--- src/rtl/core/bsre_pkg.sv ---
`timescale 1ns / 1ps

package bsre_pkg;

	localparam logic [23:0] HALT_CODE = 24'h123456;
	localparam logic [23:0] IMM24_MASK = 24'hFFFFFF;
	localparam logic [1:0] MSR_SELECT = 2'b10;
	localparam logic [31:0] CPSR_RESET = 32'h0000_00D3;
	localparam logic [31:0] SPSR_RESET = 32'h0000_0000;
	localparam logic [31:0] LINK_ADJUST = 32'd4;

	typedef enum logic [1:0] {
		OP_BRANCH = 2'd0,
		OP_SWI = 2'd1,
		OP_PSR = 2'd2,
		OP_RSVD = 2'd3
	} op_t;

	typedef enum logic [1:0] {
		ST_DONE = 2'd0,
		ST_SWI = 2'd1,
		ST_UNDEF = 2'd2,
		ST_HALT = 2'd3
	} status_t;

	typedef struct packed {
		op_t operation;
		logic [31:0] instruction;
		logic [31:0] pc_value;
		logic [31:0] rm_value;
	} in_item_t;

	typedef struct packed {
		logic link_write;
		logic [31:0] link_data;
		logic dest_write;
		logic [3:0] dest_index;
		logic [31:0] dest_data;
		logic pc_write;
		logic [31:0] pc_next;
		status_t status;
	} out_item_t;

	typedef struct packed {
		logic en;
		logic saved;
		logic [31:0] value;
	} psr_wr_t;

endpackage

--- src/rtl/core/bsre_in_if.sv ---
`timescale 1ns / 1ps

interface bsre_in_if;
	import bsre_pkg::*;

	logic valid;
	logic ready;
	in_item_t data;

	modport source(output valid, output data, input ready);
	modport sink(input valid, input data, output ready);
endinterface

--- src/rtl/core/bsre_out_if.sv ---
`timescale 1ns / 1ps

interface bsre_out_if;
	import bsre_pkg::*;

	logic valid;
	logic ready;
	out_item_t data;

	modport source(output valid, output data, input ready);
	modport sink(input valid, input data, output ready);
endinterface

--- src/rtl/core/branch_swi_status_register_execute.sv ---
`timescale 1ns / 1ps

// Channel  Modport  Payload     Role
// cmd      sink     in_item_t   Classified instruction with pc and rm values.
// res      source   out_item_t  Register writes, branch target and status code.
//
// Each transaction passes through the input register and then the result
// register, and one transaction can be accepted in every cycle while res does
// not stall. The status words change only when an MSR transaction moves from
// the input register to the result register. Reset sets the current status
// word to 0xD3 and the saved one to zero. A stall on res holds the result register
// and then the input register, and cmd ready falls only when both are full.

module branch_swi_status_register_execute (
	input logic clk,
	input logic arst_n,
	bsre_in_if.sink cmd,
	bsre_out_if.source res
);
	import bsre_pkg::*;

	logic valid_s1;
	in_item_t item_s1;
	logic valid_s2;
	out_item_t result_s2;
	logic advance;
	out_item_t result;
	psr_wr_t psr_wr;
	logic [31:0] cpsr;
	logic [31:0] spsr;

	assign advance = valid_s1 && (!valid_s2 || res.ready);
	assign cmd.ready = !valid_s1 || advance;

	always_ff @(posedge clk or negedge arst_n) begin
		if (!arst_n) begin
			valid_s1 <= 1'b0;
		end else if (cmd.ready) begin
			valid_s1 <= cmd.valid;
		end
	end

	always_ff @(posedge clk) begin
		if (cmd.ready && cmd.valid) begin
			item_s1 <= cmd.data;
		end
	end

	always_ff @(posedge clk or negedge arst_n) begin
		if (!arst_n) begin
			valid_s2 <= 1'b0;
		end else if (advance) begin
			valid_s2 <= 1'b1;
		end else if (res.ready) begin
			valid_s2 <= 1'b0;
		end
	end

	always_ff @(posedge clk) begin
		if (advance) begin
			result_s2 <= result;
		end
	end

	bsre_exec u_exec (
		.item(item_s1),
		.fire(advance),
		.cpsr(cpsr),
		.spsr(spsr),
		.result(result),
		.psr_wr(psr_wr)
	);

	bsre_psr u_psr (
		.clk(clk),
		.arst_n(arst_n),
		.wr(psr_wr),
		.cpsr(cpsr),
		.spsr(spsr)
	);

	assign res.valid = valid_s2;
	assign res.data = result_s2;

`ifndef SYNTH
	a_link_is_branch: assert property (@(posedge clk) disable iff (!arst_n)
		valid_s2 && result_s2.link_write |-> result_s2.pc_write)
		else $error("link write without a branch");

	a_branch_excl: assert property (@(posedge clk) disable iff (!arst_n)
		valid_s2 && result_s2.pc_write |-> !result_s2.dest_write && result_s2.status == ST_DONE)
		else $error("branch result carries a register copy or a fault");

	a_dest_idx_zero: assert property (@(posedge clk) disable iff (!arst_n)
		valid_s2 && !result_s2.dest_write |-> result_s2.dest_index == 4'd0)
		else $error("destination index set without a register write");

	a_psr_only_on_advance: assert property (@(posedge clk) disable iff (!arst_n)
		psr_wr.en |-> advance && item_s1.operation == OP_PSR)
		else $error("status word written outside an advancing MSR");

	a_s1_holds: assert property (@(posedge clk) disable iff (!arst_n)
		valid_s1 && !advance |=> valid_s1 && $stable(item_s1))
		else $error("input register lost a stalled transaction");
`endif

endmodule

--- src/rtl/core/bsre_psr.sv ---
`timescale 1ns / 1ps

module bsre_psr (
	input logic clk,
	input logic arst_n,
	input bsre_pkg::psr_wr_t wr,
	output logic [31:0] cpsr,
	output logic [31:0] spsr
);
	import bsre_pkg::*;

	logic [31:0] cpsr_q;
	logic [31:0] spsr_q;

	always_ff @(posedge clk or negedge arst_n) begin
		if (!arst_n) begin
			cpsr_q <= CPSR_RESET;
			spsr_q <= SPSR_RESET;
		end else if (wr.en) begin
			if (wr.saved) begin
				spsr_q <= wr.value;
			end else begin
				cpsr_q <= wr.value;
			end
		end
	end

	assign cpsr = cpsr_q;
	assign spsr = spsr_q;

endmodule

--- src/rtl/core/bsre_exec.sv ---
`timescale 1ns / 1ps

module bsre_exec (
	input bsre_pkg::in_item_t item,
	input logic fire,
	input logic [31:0] cpsr,
	input logic [31:0] spsr,
	output bsre_pkg::out_item_t result,
	output bsre_pkg::psr_wr_t psr_wr
);
	import bsre_pkg::*;

	logic [31:0] ins;
	logic [31:0] offset;
	logic [4:0] rot_amt;
	logic [63:0] imm_pair;
	logic [63:0] imm_shift;
	logic [31:0] operand;
	logic [31:0] old_psr;
	logic [31:0] byte_sel;
	logic use_saved;
	logic is_msr;

	assign ins = item.instruction;
	assign offset = {{6{ins[23]}}, ins[23:0], 2'b00};
	assign rot_amt = {ins[11:8], 1'b0};
	assign imm_pair = {24'd0, ins[7:0], 24'd0, ins[7:0]};
	assign imm_shift = imm_pair >> rot_amt;
	assign operand = ins[25] ? imm_shift[31:0] : item.rm_value;
	assign use_saved = ins[22];
	assign is_msr = (ins[21:20] == MSR_SELECT);
	assign old_psr = use_saved ? spsr : cpsr;
	assign byte_sel = {{8{ins[19]}}, {8{ins[18]}}, {8{ins[17]}}, {8{ins[16]}}};

	always_comb begin
		result = '0;
		result.status = ST_DONE;
		psr_wr.en = 1'b0;
		psr_wr.saved = use_saved;
		psr_wr.value = (old_psr & ~byte_sel) | (operand & byte_sel);
		unique case (item.operation)
			OP_BRANCH: begin
				result.pc_write = 1'b1;
				result.pc_next = item.pc_value + offset;
				if (ins[24]) begin
					result.link_write = 1'b1;
					result.link_data = item.pc_value - LINK_ADJUST;
				end
			end
			OP_SWI: begin
				if (!ins[24]) begin
					result.status = ST_UNDEF;
				end else if ((ins[23:0] & IMM24_MASK) == HALT_CODE) begin
					result.status = ST_HALT;
				end else begin
					result.status = ST_SWI;
				end
			end
			OP_PSR: begin
				if (is_msr) begin
					psr_wr.en = fire;
				end else begin
					result.dest_write = 1'b1;
					result.dest_index = ins[15:12];
					result.dest_data = old_psr;
				end
			end
			OP_RSVD: begin
				result.status = ST_UNDEF;
			end
		endcase
	end

endmodule
--- src/flat_wrapper.sv ---
// flat-port wrapper written by rule: the top's interface ports become plain ports
module branch_swi_status_register_execute_flat import bsre_pkg::*;
  (clk, arst_n, cmd_valid, cmd_data, cmd_ready, res_valid, res_data, res_ready);
  bsre_in_if cmd_i ();
  bsre_out_if res_i ();
  input logic clk;
  input logic arst_n;
  input wire logic [$bits(cmd_i.valid)-1:0] cmd_valid;
  input wire logic [$bits(cmd_i.data)-1:0] cmd_data;
  output wire logic [$bits(cmd_i.ready)-1:0] cmd_ready;
  output wire logic [$bits(res_i.valid)-1:0] res_valid;
  output wire logic [$bits(res_i.data)-1:0] res_data;
  input wire logic [$bits(res_i.ready)-1:0] res_ready;
  assign cmd_i.valid = cmd_valid;
  assign cmd_i.data = cmd_data;
  assign cmd_ready = cmd_i.ready;
  assign res_valid = res_i.valid;
  assign res_data = res_i.data;
  assign res_i.ready = res_ready;
  branch_swi_status_register_execute u_core (.clk(clk), .arst_n(arst_n), .cmd(cmd_i), .res(res_i));
endmodule
--- config.mk ---
export PLATFORM = sky130hd
export DESIGN_NAME = branch_swi_status_register_execute_flat
export DESIGN_NICKNAME = d
export VERILOG_FILES = /design/src/rtl/core/bsre_pkg.sv /design/src/rtl/core/bsre_in_if.sv /design/src/rtl/core/bsre_out_if.sv /design/src/rtl/core/branch_swi_status_register_execute.sv /design/src/rtl/core/bsre_psr.sv /design/src/rtl/core/bsre_exec.sv /design/src/flat_wrapper.sv
export SDC_FILE = /design/constraint.sdc
export NUM_CORES = 1
export LEC_CHECK = 0
export BUFFER_PORTS_ARGS = -buffer_cell sky130_fd_sc_hd__buf_2
export CORE_MARGIN = 2
export CORE_UTILIZATION = 24
export CTS_BUF_LIST = sky130_fd_sc_hd__clkbuf_8
export CTS_CLUSTER_SIZE = 14
export DETAILED_ROUTE_END_ITERATION = 8
export SYNTH_ARGS = -nofsm -noshare
export SYNTH_HDL_FRONTEND = slang
export SYNTH_SLANG_ARGS = --single-unit
--- constraint.sdc ---
create_clock -name clk -period 8.8 [get_ports clk]
set_input_delay 1.76 -clock clk [delete_from_list [all_inputs] [get_ports clk]]
set_output_delay 1.76 -clock clk [all_outputs]
set_load 0.01 [all_outputs]
==> results.toml, run 1 <==
[clocking]
hold_buffers = 0
insertion_delay_ns = 0.64
numCtsBuffers = 48
cts_resized = 0
cts_sinks = 263
root_buffer = "clkbuf_8"
postCtsSetupRepairBufs = 0
clk_pin_slew_worst_paths_ns = 0.05
cts_tree = "built"
cts-htree-levels = 2
ctsLongestPathBuffers = 3

[power_and_ir_drop]
powerDensity_nw_per_um2 = 211
power.leakage_nw = 6.09
power_w = 0.00315
ir_drop_mv = 0.0876

[placed_design]
hpwl_um = 25800
place_area_sq_um = 14000
gp_congestion = 0.784
io_buffer_count = 202

[grt]
antenna_found_initial = 9
grt_max_degree = 73
grt_pass1_wl_um = 53400
grt_usage = 0.134
grt_pass1_vias = 8726
grt-ovfl-total = 0

[synth]
ys.flop_type = "edfxtp_1"
synth_area_leaders = "edfxtp_1 48%, dfrtp_1 12%, mux2_2 5.5%, mux2i_1 3.6%, a21oi_1 3.2%"
synth.avg_cell_area_sq_um = 12.7
synth_edf_count = 197
synth_nets = 1096
synthArstFlopShare = 0.251
postSynthCellCount = 963
seq_area_frac_synth = 0.619
ys_ff_latch = 263
synth_warnings = 0
yosysTopAreaCellShare = 0.484
synth_cell_types = 61
netlist_area_sq_um = 12200
yosys.area.top_type = "edfxtp_1"

[route]
vias = 8670
wl_per_cell_um = 18.9
postRouteAntennaNets = 0
drc = 0
drt_iter0_markers = 692
drt_pass1_iterations = 7
wl_um = 35900
via_per_inst = 4.57

[finish]
layout_commonest_cell = "buf_2"
final_nets = 1315
multi_input_area_sq_um = 4430
area.sequential_sq_um = 7570
drive_gt1_frac = 0.299
n_fill_cell = 5217
mostFrequentLayoutCells = "202 x buf_2, 197 x edfxtp_1, 87 x nor2_1"
synthToLayoutAreaGrowth_pct = 22.2
fin_area_sq_um = 14900

[floorplan]
die-area_sq_um = 52800
die_x_um = 230
ios = 209
rows = 82
start_util = 0.243
die_h_um = 230
fp.coreArea_sq_um = 50300

[critical_path]
cp.arrival_ns = 2.21
worstPathMaxFanout = 3
timing.rr.start = "u_core.item_s1[34]"
crit_path_end_kind = "primary output"
rr_worst_depth = 9
rrSetupSlack_ns = 5.48
crit_path_start_kind = "input pin"
reg2reg_to = "u_core.res.data[30]"
path_class = "input pin to primary output"
required_ns = 7.04

[timing]
skew_ns = 0.0378
maxSlewViolCount = 0
post-route-period-util = 0.451
fmax_mhz = 252
whs_ns = 0.480
setup_viol = 0
tns_ns = 0
max-slew-margin-rel = 0.303
worstMarginPinSlew_ns = 1.05
timing.final.crit_period_ns = 3.97
rsz0062_at_grt = "false"
final_hold_viol_count = 0

[worst_hold_path]
min-delay-start = "u_core.u_psr.spsr[4]"
hold_depth = 2
hp-class = "register to register"
holdPathEnd = "u_core.u_psr.spsr[4]"

[job]
maxCapViolCount = 0

[outcome]
status = "finished clean"
==> layer usage <==
metal  global-route usage  share of wire  routed length, um
met5                    0         0.0014                 50
met4               0.0440          0.025                890
met3               0.0353          0.060               2160
met2                0.210           0.46              16400
met1                0.180           0.46              16300
==> cell usage after synthesis (all sizes together), types with 6 or more instances <==
cell type and number:
dfrtp 61, edfxtp 197, nor2 88, inv 18
buf 6, clkbuf 37, nand2b 8, a21o 11
a21oi 78, xor2 15, nor3 19, nand3 17
mux2 60, and3 10, a221oi 21, o21ai 48
and2 19, xnor2 24, mux2i 44, ha 30
or3 14, nand2 53, nor4 8
==> worst max path at each step <==
| stage | end | startpoint | cells after the start | slack, ns |
|---|---|---|---|---|
| 2_1_floorplan | u_core.u_psr.spsr[0] | res_ready | 5 | 2.82 |
| 5_1_grt | cmd_ready | res_ready | 3 | 4.82 |
| 3_3_place_gp | cmd_ready | res_ready | 3 | 4.84 |
| 4_1_cts | cmd_ready | res_ready | 3 | 4.84 |
| 3_5_place_dp | cmd_ready | res_ready | 3 | 4.84 |
| 6_report | cmd_ready | res_ready | 3 | 4.83 |
==> flip-flops by register name (all words and copies together), names as in the netlist <==
name	cells
u_core.res.data	105
u_core.valid_s1	1
u_core.u_psr.spsr	32
u_core.res.valid	1
u_core.item_s1	92
u_core.u_psr.cpsr	32
==> critical path, cell delays in order <==
cell and delay, ns:
buf_2 0.10, nand3b_1 0.18, buf_2 0.16
==> cells by family (layout without fill, tap and decap cells) <==
group | Yosys count | after routing | synth area share
AOI/OAI and AO/OA | 200 | 200 | 0.101
xor gates and xnor gates | 39 | 39 | 0.0279
adders and majority gates | 31 | 31 | 0.0323
buffers and inverters | 64 | 323 | 0.0196
DFF | 263 | 263 | 0.619
muxes | 104 | 104 | 0.0913
other | 0 | 3 | 0
and+or+nand+nor | 262 | 262 | 0.109
==> through the flow <==
step | cells | utilization | worst slack, ns
6_report | 1897 | 0.297 | 4.83
5_1_grt | 1896 | 0.297 | 4.82
4_1_cts | 1894 | 0.297 | 4.84
3_5_place_dp | 1804 | 0.279 | 4.84
3_3_place_gp | 1804 | 0.279 | 4.84
2_1_floorplan | 963 | - | 2.82
==> layout make-up <==
class | count | share of cell area
flip-flops and latches | 263 | 0.507
inverters | 21 | 0.00527
well taps | 672 | 0.0562
clock inverters | 41 | 0.0175
diodes | 3 | 0.000502
repair buffers | 212 | 0.0727
clock buffers | 49 | 0.0451
multi-input cells | 636 | 0.296
==> where the power goes <==
part           internal [W]  switching, W  total, W
clock              0.000590      0.000552   0.00114
combinational      0.000183      0.000267  0.000451
sequential          0.00148     0.0000752   0.00156
Note: power is estimated with default switching activity, not from simulation.
==> run 2: changes to the inputs <==
==> constraint.sdc (replaced) <==
create_clock -name clk -period 3.6 [get_ports clk]
set_input_delay 0.72 -clock clk [delete_from_list [all_inputs] [get_ports clk]]
set_output_delay 0.72 -clock clk [all_outputs]
set_load 0.01 [all_outputs]
==> run 2 against run 1 <==
Clock power grew 140%. Via count grew 0.61%. Design area is essentially flat. Setup slack lost 4.4 ns. Die area is the same. First-iteration DRC count grew 1.6%. Critical endpoint is now u_core.res.data[30].
==> results.toml, run 2 (synthesized netlist as in run 1, its figures left out) <==
[clocking]
insertion_delay_ns = 0.62
postCtsSetupRepairBufs = 0
ctsLongestPathBuffers = 3
cts_tree = "built"
cts_sinks = 263
hold_buffers = 0
numCtsBuffers = 48
root_buffer = "clkbuf_8"
cts-htree-levels = 2
cts_resized = 0
clk_pin_slew_worst_paths_ns = 0.06

[timing]
max-slew-margin-rel = 0.404
maxSlewViolCount = 0
skew_ns = 0.0274
post-route-period-util = 0.890
fmax_mhz = 312
tns_ns = 0
final_hold_viol_count = 0
timing.final.crit_period_ns = 3.20
rsz0062_at_grt = "false"
worstMarginPinSlew_ns = 0.894
setup_viol = 0

[power_and_ir_drop]
power.leakage_nw = 6.10
powerDensity_nw_per_um2 = 512
ir_drop_mv = 0.224

[grt]
grt_pass1_wl_um = 54100
grt_pass1_vias = 8808
grt-ovfl-total = 0
antenna_found_initial = 6
grt_max_degree = 105
grt_usage = 0.136

[placed_design]
place_area_sq_um = 14000
io_buffer_count = 202
gp_congestion = 0.820
hpwl_um = 26100

[finish]
largest_register_ff_count = 105
layout_commonest_cell = "buf_2"
synthToLayoutAreaGrowth_pct = 22.2
n_fill_cell = 5183
mostFrequentLayoutCells = "202 x buf_2, 197 x edfxtp_1, 87 x nor2_1"
drive_gt1_frac = 0.294
final_nets = 1316
fin_area_sq_um = 14900

[critical_path]
worstPathMaxFanout = 5
required_ns = 3.94
path_class = "register to register"
crit_path_end_kind = "register"
crit_path_start_kind = "register"
cp.arrival_ns = 3.54
rrSetupSlack_ns = 0.40

[outcome]
status = "finished clean"

[floorplan]
rows = 82
ios = 209
die_h_um = 230
start_util = 0.243
die-area_sq_um = 52800
fp.coreArea_sq_um = 50300
die_x_um = 230

[route]
wl_um = 36600
vias = 8723
drt_pass1_iterations = 5
wl_per_cell_um = 19.3
drt_iter0_markers = 703
drc = 0
postRouteAntennaNets = 0
via_per_inst = 4.60

[job]
maxCapViolCount = 0

[worst_hold_path]
hp-class = "input pin to register"
## run 2: changes by cell type in the layout (fill, tap and decap cells not counted), sizes merged
cell	change
clkinvlp	-2
inv	+1
diode	+1
buf	+1
clkinv	-1
## run 2: worst max-delay path: stages, from the launching register on
cell and delay (ns):
edfxtp_1 0.49, ha_1 0.28, fa_1 0.42, a21o_1 0.23
a31o_2 0.26, a21oi_1 0.42, o21ai_0 0.23, a221oi_1 0.38
xor2_1 0.20, nor2_1 0.05
## run 2: cell type report
type	count	area [sq um]	area share
Sequential cell	263	7570	0.507
Multi-Input combinational cell	636	4420	0.296
Timing Repair Buffer	213	1120	0.0749
Tap cell	672	841	0.0563
Clock buffer	49	674	0.0451
Clock inverter	39	225	0.0151
Inverter	21	78.8	0.00528
Antenna cell	4	10.0	0.000670
## run 2: power breakdown
part / switching [W] / total [W] / leakage [nW] / internal (W)
sequential: 0.000186 / 0.00381 / 2.79 / 0.00363
clock: 0.00131 / 0.00273 / 0.517 / 0.00142
combinational: 0.000661 / 0.00112 / 2.79 / 0.000455
total: 0.00216 / 0.00766 / 6.10 / 0.00550
## run 2: per-layer routing
layer	global-route usage	wire length (um)	up-vias
met3	0.0345	2290	66
li1	-	-	4064
met5	0	30	-
met2	0.212	16400	263
met4	0.0460	957	4
met1	0.184	16900	4326
## run 2: per-stage QoR
stage	total power, W	utilization	hold WS [ns]	std cells	setup WS [ns]
floorplan	0.00454	-	0.424	963	0.0662
global placement	0.00495	0.279	0.456	1805	0.470
detailed placement	0.00500	0.279	0.467	1805	0.437
CTS	0.00779	0.297	0.214	1893	0.409
global route	0.00805	0.297	0.223	1894	0.263
finish	0.00766	0.297	0.281	1897	0.398
## run 2: worst paths after layout
check                                startpoint  cells after the start               endpoint
hold reg to reg            u_core.u_psr.cpsr[5]                      2   u_core.u_psr.cpsr[5]
max in group asynchronous                arst_n                      2       u_core.res.valid
hold / removal                     cmd_data[33]                      1     u_core.item_s1[33]
min in group asynchronous                arst_n                      2  u_core.u_psr.spsr[13]
setup reg to reg             u_core.item_s1[34]                      9    u_core.res.data[30]
setup / recovery             u_core.item_s1[34]                      9    u_core.res.data[30]
==> run 3: changes to the inputs <==
--- a/config.mk
+++ b/config.mk
@@ -11,6 +11,7 @@
 export CTS_BUF_LIST = sky130_fd_sc_hd__clkbuf_8
 export CTS_CLUSTER_SIZE = 14
 export DETAILED_ROUTE_END_ITERATION = 8
+export PLACE_DENSITY = 0.48
 export SYNTH_ARGS = -nofsm -noshare
 export SYNTH_HDL_FRONTEND = slang
 export SYNTH_SLANG_ARGS = --single-unit
==> constraint.sdc (replaced) <==
create_clock -name clk -period 3.6 [get_ports clk]
set_input_delay 0.18 -clock clk [delete_from_list [all_inputs] [get_ports clk]]
set_output_delay 0.18 -clock clk [all_outputs]
set_load 0.01 [all_outputs]
==> run 3 against run 2 <==
Highest routed layer is now met4. Setup slack lost 0.049 ns. Global-route usage increased by 0.26 points. Fmax down 1.5%. Combinational power up 7%. Worst hold slack lost 0.087 ns. Wire length increased by 1.7%. Design area rose by 6.5%. Non-clock buffer count is 99 higher. Critical endpoint is now u_core.res.data[20]. Cell count is 5.4% higher. Clock skew down 0.0063 ns.
==> results.toml, run 3 (synthesized netlist as in run 1, its figures left out) <==
[route]
wl_um = 37200
drt_iter0_markers = 450
postRouteAntennaNets = 0
drc = 0
wl_per_cell_um = 18.6
vias = 8914
drt_pass1_iterations = 5
via_per_inst = 4.46

[floorplan]
fp.coreArea_sq_um = 50300
ios = 209
die_h_um = 230
die_x_um = 230
start_util = 0.243
die-area_sq_um = 52800
rows = 82

[clocking]
cts_sinks = 263
cts_tree = "built"
insertion_delay_ns = 0.62
cts-htree-levels = 2
root_buffer = "clkbuf_8"
ctsLongestPathBuffers = 3
numCtsBuffers = 50
clk_pin_slew_worst_paths_ns = 0.06

[critical_path]
crit_path_start_kind = "register"
rrSetupSlack_ns = 0.35
cp.arrival_ns = 3.59
required_ns = 3.94
worstPathMaxFanout = 6
path_class = "register to register"
crit_path_end_kind = "register"

[placed_design]
io_buffer_count = 202
hpwl_um = 26500
gp_congestion = 0.813

[finish]
drive_gt1_frac = 0.276
layout_commonest_cell = "buf_2"
mostFrequentLayoutCells = "202 x buf_2, 197 x edfxtp_1, 96 x dlygate4sd3_1"
final_nets = 1417
n_fill_cell = 5160
largest_register_ff_count = 105
synthToLayoutAreaGrowth_pct = 30.2

[timing]
fmax_mhz = 308
rsz0062_at_grt = "false"
worstMarginPinSlew_ns = 0.783
tns_ns = 0
whs_ns = 0.194
setup_viol = 0
maxSlewViolCount = 0
max-slew-margin-rel = 0.463
skew_ns = 0.0210
post-route-period-util = 0.903
timing.final.crit_period_ns = 3.25
final_hold_viol_count = 0

[grt]
grt_pass1_wl_um = 55300
grt-ovfl-total = 0
grt_max_degree = 51
grt_usage = 0.139
antenna_found_initial = 2
grt_pass1_vias = 9032

[power_and_ir_drop]
ir_drop_mv = 0.175
powerDensity_nw_per_um2 = 484
power.leakage_nw = 6.54

[worst_hold_path]
hp-class = "input pin to asynchronous set/reset pin"

[job]
maxCapViolCount = 0

[outcome]
status = "finished clean"
==> run 3: cell count changes in the layout (fill, tap and decap cells not counted), moves of 2 or more <==
cell	previous run	this run
buf_4	9	13
clkbuf_8	49	51
clkinv_2	6	8
diode_2	4	2
clkinv_1	16	8
inv_1	33	42
dlygate4sd3_1	0	96
clkinvlp_4	1	3
inv_8	2	0
==> run 3: what timing repair did <==
item | CTS | global route
setup buffers | 0 | 0
gates resized for setup | 0 | 0
endpoints found under the hold margin | 125 | 0
hold buffers | 96 | 0
==> run 3: final timing paths <==
| kind | start | to | cells past startpoint |
|---|---|---|---|
| worst max-delay path | u_core.item_s1[34] | u_core.res.data[20] | 9 |
| min in group clk | cmd_data[67] | u_core.item_s1[67] | 2 |
| worst min-delay path | arst_n | u_core.u_psr.spsr[28] | 2 |
| max in group asynchronous | arst_n | u_core.u_psr.cpsr[1] | 3 |
| worst max register to register | u_core.item_s1[34] | u_core.res.data[20] | 9 |
| worst min register to register | u_core.u_psr.cpsr[4] | u_core.u_psr.cpsr[4] | 2 |
==> run 3: metal layers <==
metal | track usage | vias to the layer above | wire length, um
met1 | 0.184 | 4397 | 17200
met3 | 0.0350 | 55 | 1890
met5 | 0 | - | 0
met2 | 0.223 | 196 | 17300
met4 | 0.0417 | 0 | 744
li1 | - | 4266 | -
==> run 3: layout make-up <==
| type | count | area, sq um | area share |
|---|---|---|---|
| sequential | 263 | 7570 | 0.476 |
| tap | 672 | 841 | 0.0528 |
| antenna | 2 | 5.00 | 0.000314 |
| clock buffer | 51 | 702 | 0.0441 |
| clock inverter | 42 | 210 | 0.0132 |
| multi-input combinational | 636 | 4420 | 0.278 |
| inverter | 21 | 78.8 | 0.00495 |
| timing repair buffer | 312 | 2090 | 0.131 |
==> run 3: stage by stage <==
stage	power [W]	std cells	setup WS (ns)	instance area, sq um	utilization
finish	0.00770	1999	0.349	15900	0.317
global route	0.00812	1999	0.166	15900	0.317
CTS	0.00785	1997	0.403	15900	0.317
detailed placement	0.00499	1808	0.448	14000	0.279
global placement	0.00497	1808	0.463	14000	0.279
floorplan	0.00454	963	0.372	12200	-
==> run 3: worst max-delay path: stages (launching register included) <==
cell,delay (ns)
edfxtp_1,0.48
ha_1,0.28
fa_1,0.42
a21o_1,0.23
a31o_2,0.26
a21oi_1,0.47
o31ai_1,0.30
a41oi_1,0.31
xor2_1,0.17
nor2_1,0.06
==> run 3: power breakdown <==
part / internal (W) / total [W] / switching, W / leakage [nW]
registers: 0.00362 / 0.00380 / 0.000178 / 2.79
clock network: 0.00139 / 0.00270 / 0.00131 / 0.553
logic: 0.000523 / 0.00120 / 0.000675 / 3.20
